### src/rtl/assert_macros.svh
// Assertion macros shared by the chunked body decoder RTL.
`ifndef ASSERT_MACROS_SVH
`define ASSERT_MACROS_SVH

`ifndef ASSERT_OFF

`define HCBD_ASSERT_IMP(lbl, clk, rst_n, ante, cons) \
	lbl: assert property (@(posedge clk) disable iff (!(rst_n)) (ante) |-> (cons)) \
		else $error("assertion failed: same-cycle implication");

`define HCBD_ASSERT_NXT(lbl, clk, rst_n, ante, cons) \
	lbl: assert property (@(posedge clk) disable iff (!(rst_n)) (ante) |=> (cons)) \
		else $error("assertion failed: next-cycle implication");

`else

`define HCBD_ASSERT_IMP(lbl, clk, rst_n, ante, cons)

`define HCBD_ASSERT_NXT(lbl, clk, rst_n, ante, cons)

`endif

`endif

### src/rtl/hcbd_pkg.sv
// Types, constants and character helpers for the chunked body decoder.
package hcbd_pkg;

	localparam int SIZE_BITS  = 32;
	localparam int LINE_LIMIT = 4096;
	localparam int LINE_W     = $clog2(LINE_LIMIT);
	localparam int LEFT_W     = SIZE_BITS + 1;

	localparam logic [2:0] PH_LINE = 3'd0;
	localparam logic [2:0] PH_REST = 3'd1;
	localparam logic [2:0] PH_DATA = 3'd2;
	localparam logic [2:0] PH_DONE = 3'd3;
	localparam logic [2:0] PH_ERR  = 3'd4;

	localparam logic [2:0] EV_DATA    = 3'd0;
	localparam logic [2:0] EV_FINAL   = 3'd1;
	localparam logic [2:0] EV_BADLINE = 3'd2;
	localparam logic [2:0] EV_SHORT   = 3'd3;
	localparam logic [2:0] EV_NOLF    = 3'd4;
	localparam logic [2:0] EV_NOTERM  = 3'd5;

	localparam logic [7:0] CH_ZERO  = 8'h30;
	localparam logic [7:0] CH_NINE  = 8'h39;
	localparam logic [7:0] CH_LA    = 8'h61;
	localparam logic [7:0] CH_LF_UP = 8'h66;
	localparam logic [7:0] CH_UA    = 8'h41;
	localparam logic [7:0] CH_UF    = 8'h46;
	localparam logic [7:0] CH_LF    = 8'h0A;
	localparam logic [7:0] CH_TAB   = 8'h09;
	localparam logic [7:0] CH_VT    = 8'h0B;
	localparam logic [7:0] CH_FF    = 8'h0C;
	localparam logic [7:0] CH_CR    = 8'h0D;
	localparam logic [7:0] CH_SPACE = 8'h20;

	typedef struct packed {
		logic       kind;
		logic [7:0] in_byte;
	} in_word_t;

	typedef struct packed {
		logic [7:0] out_byte;
		logic [2:0] event_res;
		logic       last_of_chunk;
	} out_word_t;

	// Bit 4 flags a hex digit, bits 3:0 hold its value.
	function automatic logic [4:0] hex_val(logic [7:0] b);
		logic [4:0] r;
		r = 5'd0;
		if (b >= CH_ZERO && b <= CH_NINE) begin
			r = {1'b1, 4'(b - CH_ZERO)};
		end else if (b >= CH_LA && b <= CH_LF_UP) begin
			r = {1'b1, 4'(b - CH_LA + 8'd10)};
		end else if (b >= CH_UA && b <= CH_UF) begin
			r = {1'b1, 4'(b - CH_UA + 8'd10)};
		end
		return r;
	endfunction

	function automatic logic is_blank(logic [7:0] b);
		return (b == CH_SPACE) || (b == CH_TAB) || (b == CH_CR) ||
			(b == CH_VT) || (b == CH_FF);
	endfunction

endpackage

### src/rtl/hcbd_core.sv
// Framing state and per-word step logic of the chunked body decoder.
module hcbd_core (
	input  logic              clk,
	input  logic              arst_n,
	input  logic              step,
	input  hcbd_pkg::in_word_t  word,
	output logic              res_valid,
	output hcbd_pkg::out_word_t res
);
	import hcbd_pkg::*;

	logic [2:0]           phase_q, phase_d;
	logic [SIZE_BITS-1:0] chunk_q, chunk_d;
	logic [LEFT_W-1:0]    left_q, left_d;
	logic [LINE_W-1:0]    line_q, line_d;
	logic                 digit_q, digit_d;
	logic                 fwz_q, fwz_d;
	logic [4:0]           hv;
	logic [7:0]           b;

	assign b  = word.in_byte;
	assign hv = hex_val(b);

	always_comb begin
		phase_d   = phase_q;
		chunk_d   = chunk_q;
		left_d    = left_q;
		line_d    = line_q;
		digit_d   = digit_q;
		fwz_d     = fwz_q;
		res_valid = 1'b0;
		res       = '0;
		if (phase_q == PH_DATA) begin
			if (word.kind) begin
				res_valid     = 1'b1;
				res.event_res = EV_SHORT;
				phase_d       = PH_ERR;
			end else if (left_q > LEFT_W'(2)) begin
				res_valid         = 1'b1;
				res.event_res     = EV_DATA;
				res.out_byte      = b;
				res.last_of_chunk = (left_q == LEFT_W'(3));
				left_d            = left_q - LEFT_W'(1);
			end else if (left_q == LEFT_W'(2)) begin
				left_d = LEFT_W'(1);
			end else begin
				left_d = '0;
				if (b != CH_LF) begin
					res_valid     = 1'b1;
					res.event_res = EV_NOLF;
					phase_d       = PH_ERR;
				end else begin
					phase_d = PH_LINE;
					chunk_d = '0;
					line_d  = '0;
					digit_d = 1'b0;
					fwz_d   = 1'b0;
				end
			end
		end else if (phase_q == PH_LINE || phase_q == PH_REST) begin
			if (word.kind || b == CH_LF) begin
				if (chunk_q == '0) begin
					res_valid     = 1'b1;
					res.event_res = fwz_q ? EV_FINAL : EV_NOTERM;
					phase_d       = fwz_q ? PH_DONE : PH_ERR;
				end else if (word.kind) begin
					res_valid     = 1'b1;
					res.event_res = EV_SHORT;
					phase_d       = PH_ERR;
				end else begin
					left_d  = {1'b0, chunk_q} + LEFT_W'(2);
					phase_d = PH_DATA;
				end
			end else if (line_q >= LINE_W'(LINE_LIMIT - 2)) begin
				res_valid     = 1'b1;
				res.event_res = EV_BADLINE;
				phase_d       = PH_ERR;
			end else begin
				if (line_q == '0 && b == CH_ZERO) begin
					fwz_d = 1'b1;
				end
				line_d = line_q + LINE_W'(1);
				if (phase_q == PH_LINE) begin
					if (hv[4]) begin
						if (chunk_q[SIZE_BITS-1 -: 4] != 4'd0) begin
							res_valid     = 1'b1;
							res.event_res = EV_BADLINE;
							phase_d       = PH_ERR;
						end else begin
							chunk_d = {chunk_q[SIZE_BITS-5:0], hv[3:0]};
							digit_d = 1'b1;
						end
					end else if (digit_q || !is_blank(b)) begin
						phase_d = PH_REST;
					end
				end
			end
		end
	end

	always_ff @(posedge clk or negedge arst_n) begin
		if (!arst_n) begin
			phase_q <= PH_LINE;
			chunk_q <= '0;
			left_q  <= '0;
			line_q  <= '0;
			digit_q <= 1'b0;
			fwz_q   <= 1'b0;
		end else if (step) begin
			phase_q <= phase_d;
			chunk_q <= chunk_d;
			left_q  <= left_d;
			line_q  <= line_d;
			digit_q <= digit_d;
			fwz_q   <= fwz_d;
		end
	end

endmodule

### src/rtl/http_chunked_body_decoder.sv
// Top level of the chunked transfer body decoder with input and result registers.
// Strips chunked transfer framing from a response body, one received word (a byte or an
// end-of-stream mark) per clock while input stall is low. Each word is captured in an input
// register, decoded combinationally against the framing state, and any result goes to an
// output register, so a word is taken every cycle unless input stall is high.
// While a result waits under output stall, an empty input register still takes one word,
// and input stall is high whenever that register holds a word behind the waiting result.
// Size lines of more than LINE_LIMIT-2 bytes before the LF and sizes beyond SIZE_BITS bits
// end the stream with a bad size line event; any event other than data ends all output
// until reset.
module http_chunked_body_decoder (
	input  logic                clk,
	input  logic                arst_n,
	input  logic                item_valid,
	output logic                item_stall,
	input  hcbd_pkg::in_word_t  item,
	output logic                res_valid,
	input  logic                res_stall,
	output hcbd_pkg::out_word_t res
);
	import hcbd_pkg::*;

	`include "assert_macros.svh"

	logic      valid_s1;
	in_word_t  word_s1;
	logic      advance;
	logic      core_valid;
	out_word_t core_res;
	logic      res_valid_q;
	out_word_t res_q;

	assign advance    = valid_s1 && !(res_valid_q && res_stall);
	assign item_stall = valid_s1 && !advance;

	always_ff @(posedge clk or negedge arst_n) begin
		if (!arst_n) begin
			valid_s1 <= 1'b0;
		end else if (item_valid && !item_stall) begin
			valid_s1 <= 1'b1;
		end else if (advance) begin
			valid_s1 <= 1'b0;
		end
	end

	always_ff @(posedge clk) begin
		if (item_valid && !item_stall) begin
			word_s1 <= item;
		end
	end

	hcbd_core u_core (
		.clk       (clk),
		.arst_n    (arst_n),
		.step      (advance),
		.word      (word_s1),
		.res_valid (core_valid),
		.res       (core_res)
	);

	always_ff @(posedge clk or negedge arst_n) begin
		if (!arst_n) begin
			res_valid_q <= 1'b0;
		end else if (advance && core_valid) begin
			res_valid_q <= 1'b1;
		end else if (!res_stall) begin
			res_valid_q <= 1'b0;
		end
	end

	always_ff @(posedge clk) begin
		if (advance && core_valid) begin
			res_q <= core_res;
		end
	end

	assign res_valid = res_valid_q;
	assign res       = res_q;

	`HCBD_ASSERT_IMP(a_stall_needs_word, clk, arst_n, item_stall, valid_s1)
	`HCBD_ASSERT_NXT(a_quiet_after_end, clk, arst_n, res_valid && !res_stall && res.event_res != EV_DATA, !res_valid)
	`HCBD_ASSERT_IMP(a_last_only_data, clk, arst_n, res_valid && res.last_of_chunk, res.event_res == EV_DATA)

endmodule
### config.mk
export PLATFORM = sky130hd
export DESIGN_NAME = http_chunked_body_decoder
export DESIGN_NICKNAME = d
export VERILOG_FILES = /design/src/rtl/hcbd_pkg.sv /design/src/rtl/hcbd_core.sv /design/src/rtl/http_chunked_body_decoder.sv
export VERILOG_INCLUDE_DIRS = /design/src /design/src/rtl
export SDC_FILE = /design/constraint.sdc
export NUM_CORES = 1
export LEC_CHECK = 0
export BUFFER_PORTS_ARGS = -buffer_cell sky130_fd_sc_hd__buf_2
export CAP_MARGIN = 20
export CORE_MARGIN = 5
export CORE_UTILIZATION = 35
export CTS_CLUSTER_DIAMETER = 200
export DETAILED_ROUTE_END_ITERATION = 10
export HOLD_SLACK_MARGIN = 0.15
export PLACE_DENSITY = 0.52
export SYNTH_ARGS = -nofsm -noshare
export SYNTH_HDL_FRONTEND = slang
export SYNTH_SLANG_ARGS = --single-unit
### constraint.sdc
create_clock -name clk -period 9.6 [get_ports clk]
set_clock_uncertainty 0.05 [all_clocks]
set_input_delay 2.88 -clock clk [delete_from_list [all_inputs] [get_ports clk]]
set_output_delay 2.88 -clock clk [all_outputs]
set_load 0.03 [all_outputs]
==> results_dict.tcl, run 1 <==
set metrics [dict create \
    status "completed" \
    ys_ff_latch 105 \
    yosysTopAreaCellShare_pct 32.7 \
    ir_drop_mv 0.0956 \
    synth_largest_area_cell "dfrtp_1" \
    start_util_pct 35.6 \
    rsz0062_at_grt "no" \
    grt_first_pass_wirelength_um 29600 \
    ant_nets 0 \
    min_period_ps 6270 \
    yosysWarnings 0 \
    drive_above_1_share_pct 13.8 \
    drc 0 \
    timing.final.crit_share_pct 65.3 \
    vias 5532 \
    htree_levels 3 \
    syn_inst 672 \
    clock_sinks 105 \
    rows 49 \
    fin_cells 916 \
    placed_cells 900 \
    first_pass_iters 5 \
    min_from "u_core.left_q[7]" \
    synth_ff_type "dfrtp_1" \
    area_growth_pct 10.6 \
    fin_ws_ps 3330 \
    synth_cell_type_count 65 \
    antenna_found_initial 0 \
    die_w_um 145 \
    timing.fmax_ghz 0.160 \
    grt_overflow_total 0 \
    power_density_mw_per_mm2 123 \
    coreArea_mm2 0.0180 \
    yosysMostFrequentCell "dfrtp_1" \
    grt.total_usage_pct 16.9 \
    async_flop_share_pct 80.0 \
    final_nets 706 \
    relSlewSlack_pct 29.1 \
    grt_pass1_vias 5444 \
    min_path_type "reg2reg" \
    slew_violations 0 \
    synth_common_cells "84 x dfrtp_1, 39 x nor2_1, 34 x clkbuf_1" \
    grt_max_degree 57 \
    cts_inserted_buffers 9 \
    syn_area_mm2 0.00642 \
    clk_pin_slew_ps 70 \
    synthesis.nets 696 \
    place.gp.congestion 0.883 \
    first_iter_violations 523 \
    postCtsSetupRepairBufs 0 \
    tightest_slew_ps 1050 \
    hold_violations 0 \
    syn_avg_cell_area_um2 9.55 \
    r2r-start "u_core.left_q[23]" \
    crit_path_start "res_stall" \
    clk_path_buf_depth 2 \
    place_ws_ps 3330 \
    ios 27 \
    cap_viol_max_count 0 \
    worstPathArrival_ps 3340 \
    critPathKind "in2out" \
    diodes 0 \
    cts-root-buf "clkbuf_16" \
    yosys-top-cells-area "dfrtp_1 33%, edfxtp_1 9.8%, mux2_2 4.2%, nor4_1 2.7%, o21ai_0 2.6%" \
    start_kind "input port" \
    wl_um 17900 \
    nFillCells 1847 \
    tritoncts "built" \
    cts_resized 0 \
    cp.required_ps 6670 \
    setup_viol 0 \
    hold_buffers 0 \
    power_leakage_uw 0.00297 \
    worstPathMaxFanout 3 \
    insertion_delay_ps 360 \
    avgViaCountPerCell 6.04 \
    synth_edf_count 21 \
    synth-seq-area-share_pct 42.6 \
    port_buffers 26 \
    avgRoutedWirePerCell_um 19.6 \
    hpwl_um 12700 \
    die-area_mm2 0.0211 \
    tns_ps 0 \
    end_kind "output port" \
    fp.dieH_um 145 \
]
==> kinds of logic after synthesis <==
family | share of synthesized area (%)
adders and majority gates | 2.14
buffers and inverters | 4.25
AOI/OAI and AO/OA | 17.8
DFF | 42.6
xor gates and xnor gates | 4.23
muxes | 5.71
and+or+nand+nor | 23.3
==> worst max-delay path: stages <==
cell,delay [ps]
buf_2,100
nand3_1,110
inv_1,60
buf_2,190
==> power breakdown <==
group          switching [uW]  internal [uW]  total [uW]
Sequential               6.56            457         464
Clock                     176            204         379
Combinational            18.6           9.40        28.0
Total                     201            670         871
==> registers in the layout, indices dropped and copies added (netlist names) <==
register        count
u_core.chunk_q     32
u_core.phase_q      3
u_core.line_q      12
word_s1             9
u_core.fwz_q        1
res_valid           1
res                12
u_core.digit_q      1
valid_s1            1
u_core.left_q      33
==> placed cells by master (no fill, tap or decap), drive strengths merged, types with 21 or more instances in the layout <==
cell type  synthesis  routed
nor2b             25      25
nand2             31      31
dfrtp             84      84
nand4             21      21
mux2              29      29
buf                6      39
nor3              29      29
nor4              28      28
inv               26      27
nand3             24      24
a21oi             25      25
nor2              39      39
o21ai             34      34
edfxtp            21      21
==> through the flow <==
stage | cell area (um^2) | hold WS [ps] | total power, uW | utilization, %
2_1_floorplan | 6420 | 400 | 484 | -
3_3_place_gp | 6740 | 419 | 500 | 37.4
3_5_place_dp | 6800 | 420 | 501 | 37.7
4_1_cts | 7100 | 441 | 882 | 39.4
5_1_grt | 7100 | 448 | 902 | 39.4
6_report | 7100 | 442 | 871 | 39.4
==> layer usage <==
layer	wire (um)	GRT usage, %
met5	0	0
met4	266	4.66
met3	707	2.83
met2	8330	26.1
met1	8610	24.6
==> layout make-up <==
class | count | area [um^2] | share of cell area, %
multi-input combinational | 501 | 3420 | 48.1
sequential | 105 | 2730 | 38.5
tap | 229 | 287 | 4.04
timing repair buffer | 39 | 268 | 3.77
clock buffer | 10 | 229 | 3.23
inverter | 26 | 97.6 | 1.37
clock inverter | 6 | 67.6 | 0.952
==> worst paths after layout <==
kind,to,slack (ps),depth (start not counted)
max,item_stall,3330,4
min,u_core.left_q[7],440,1
max reg2reg,u_core.chunk_q[21],5650,7
min reg2reg,u_core.left_q[7],440,1
max in group asynchronous,u_core.left_q[21],6010,2
min in group asynchronous,u_core.chunk_q[3],2410,1
Power figures use the tool's default switching activity.
==> inputs of run 2 (changes only) <==
- PLACE_DENSITY: 0.52 -> 0.54
- clock period: 9.6 -> 5.5 ns (I/O delays scaled with it)
==> run 2 against run 1 <==
Effect of this change: non-clock buffer count rose by 1; count of clock-buffer cells in the layout is the same; cell area is 0.49% lower; worst setup slack worse by 1700 ps; sequential power rose by 74%; cell count up 0.11%; register-to-register slack got worse by 4000 ps; sequential share of layout area increased by 0.19 points; core utilization shrank 0.19 points; power increased by 69%; critical path type is now reg2reg; critical endpoint is now u_core.chunk_q[16].
==> results_dict.tcl, run 2 (same netlist as run 1, synthesis figures left out) <==
set metrics [dict create \
    r2r-end "u_core.chunk_q[16]" \
    timing.final.crit_share_pct 69.6 \
    grt.total_usage_pct 16.8 \
    worst-path-stages 7 \
    cpMaxStageDelayCell "or4_1" \
    clk_path_buf_depth 2 \
    worstPathMaxFanout 22 \
    tritoncts "built" \
    min_period_ps 3830 \
    drive_above_1_share_pct 13.8 \
    postCtsSetupRepairBufs 0 \
    critPathKind "reg2reg" \
    grt_max_degree 85 \
    hold_buffers 0 \
    nFillCells 1807 \
    crit_chain "or4_1, or4_4, nor3_1, a211oi_1, o2111ai_4, buf_4, mux2_2" \
    vias 5456 \
    diodes 0 \
    ir_drop_mv 0.136 \
    clk_pin_slew_ps 70 \
    clock_sinks 105 \
    status "completed" \
    regArea_mm2 0.00273 \
    drc 0 \
    rsz0062_at_grt "no" \
    crit_end "u_core.chunk_q[16]" \
    place_area_mm2 0.00676 \
    end_kind "register" \
    ant_nets 0 \
    port_buffers 26 \
    first_iter_violations 462 \
    r2r.worst_path.cells 7 \
    cpPeakStageDelay_ps 680 \
    coreArea_mm2 0.0180 \
    layout_common_cells "84 x dfrtp_1, 39 x nor2_1, 33 x o21ai_0" \
    power_density_mw_per_mm2 208 \
    slew_violations 0 \
    avgViaCountPerCell 5.95 \
    start_util_pct 35.6 \
    regMostFlops "u_core.left_q" \
    crit_family "simple AND/OR/NAND/NOR gates" \
    antenna_found_initial 0 \
    setup_viol 0 \
    timing.fmax_ghz 0.261 \
    area_growth_pct 10.1 \
    grt_first_pass_wirelength_um 29300 \
    rows 49 \
    cts-root-buf "clkbuf_16" \
    crit_path_start "u_core.left_q[23]" \
    relSlewSlack_pct 34.6 \
    largest_reg_flops 33 \
    fp.dieH_um 145 \
    avgRoutedWirePerCell_um 19.2 \
    die_w_um 145 \
    die-area_mm2 0.0211 \
    hpwl_um 12400 \
    final_area_mm2 0.00706 \
    r2r-start "u_core.left_q[23]" \
    worstPathArrival_ps 4020 \
    hold_violations 0 \
    cp.required_ps 5690 \
    power_leakage_uw 0.00295 \
    holdPathStages 1 \
    cp.buffers_inverters 1 \
    tns_ps 0 \
    start_kind "register" \
    cap_viol_max_count 0 \
    r2r_setup_slack_ps 1670 \
    final_nets 707 \
    multi_input_area_mm2 0.00342 \
    placed_cells 899 \
    grt_pass1_vias 5300 \
    cts_inserted_buffers 9 \
    p_total_uw 1470 \
    tightest_slew_ps 977 \
    insertion_delay_ps 360 \
    fin_cells 917 \
    wl_um 17600 \
    grt_overflow_total 0 \
    top_regs "u_core.left_q (33), u_core.chunk_q (32)" \
    htree_levels 3 \
    min_path_type "reg2reg" \
    ios 27 \
    first_pass_iters 6 \
    cts_resized 0 \
    place.gp.congestion 0.907 \
    final_common_cell "dfrtp_1" \
    utilization_pct 39.2 \
]
==> run 2: layout make-up <==
type | instances | area share [%]
clock buffers | 10 | 3.24
clock inverters | 6 | 0.602
inverters | 26 | 1.38
multi-input cells | 501 | 48.4
flip-flops and latches | 105 | 38.7
well taps | 229 | 4.06
repair buffers | 40 | 3.65
==> run 2: metal layers <==
| layer | vias up | wire length, um | global-route usage, % |
|---|---|---|---|
| met2 | 156 | 8000 | 25.3 |
| met4 | 0 | 287 | 4.71 |
| met5 | - | 0 | 0 |
| li1 | 2576 | - | - |
| met3 | 22 | 879 | 3.33 |
| met1 | 2702 | 8440 | 24.5 |
==> run 2: worst min-delay path by stage <==
| stage | startpoint | endpoint |
|---|---|---|
| finish | u_core.left_q[7] | u_core.left_q[7] |
| global placement | u_core.left_q[7] | u_core.left_q[7] |
| detailed placement | u_core.left_q[7] | u_core.left_q[7] |
| floorplan | u_core.left_q[7] | u_core.left_q[7] |
| global route | u_core.left_q[15] | u_core.left_q[15] |
| CTS | u_core.left_q[7] | u_core.left_q[7] |
==> run 2: power by group <==
part / internal [uW] / switching [uW] / leakage [uW]
Combinational: 18.0 / 31.3 / 0.00149
Sequential: 798 / 11.0 / 0.00134
Clock: 309 / 301 / 0.000127
Total: 1120 / 343 / 0.00295
==> run 2: metrics by stage <==
stage / setup slack (ps) / hold WS (ps)
2_1_floorplan: 1840 / 400
3_3_place_gp: 1640 / 418
3_5_place_dp: 1610 / 424
4_1_cts: 1700 / 442
5_1_grt: 1480 / 486
6_report: 1670 / 442
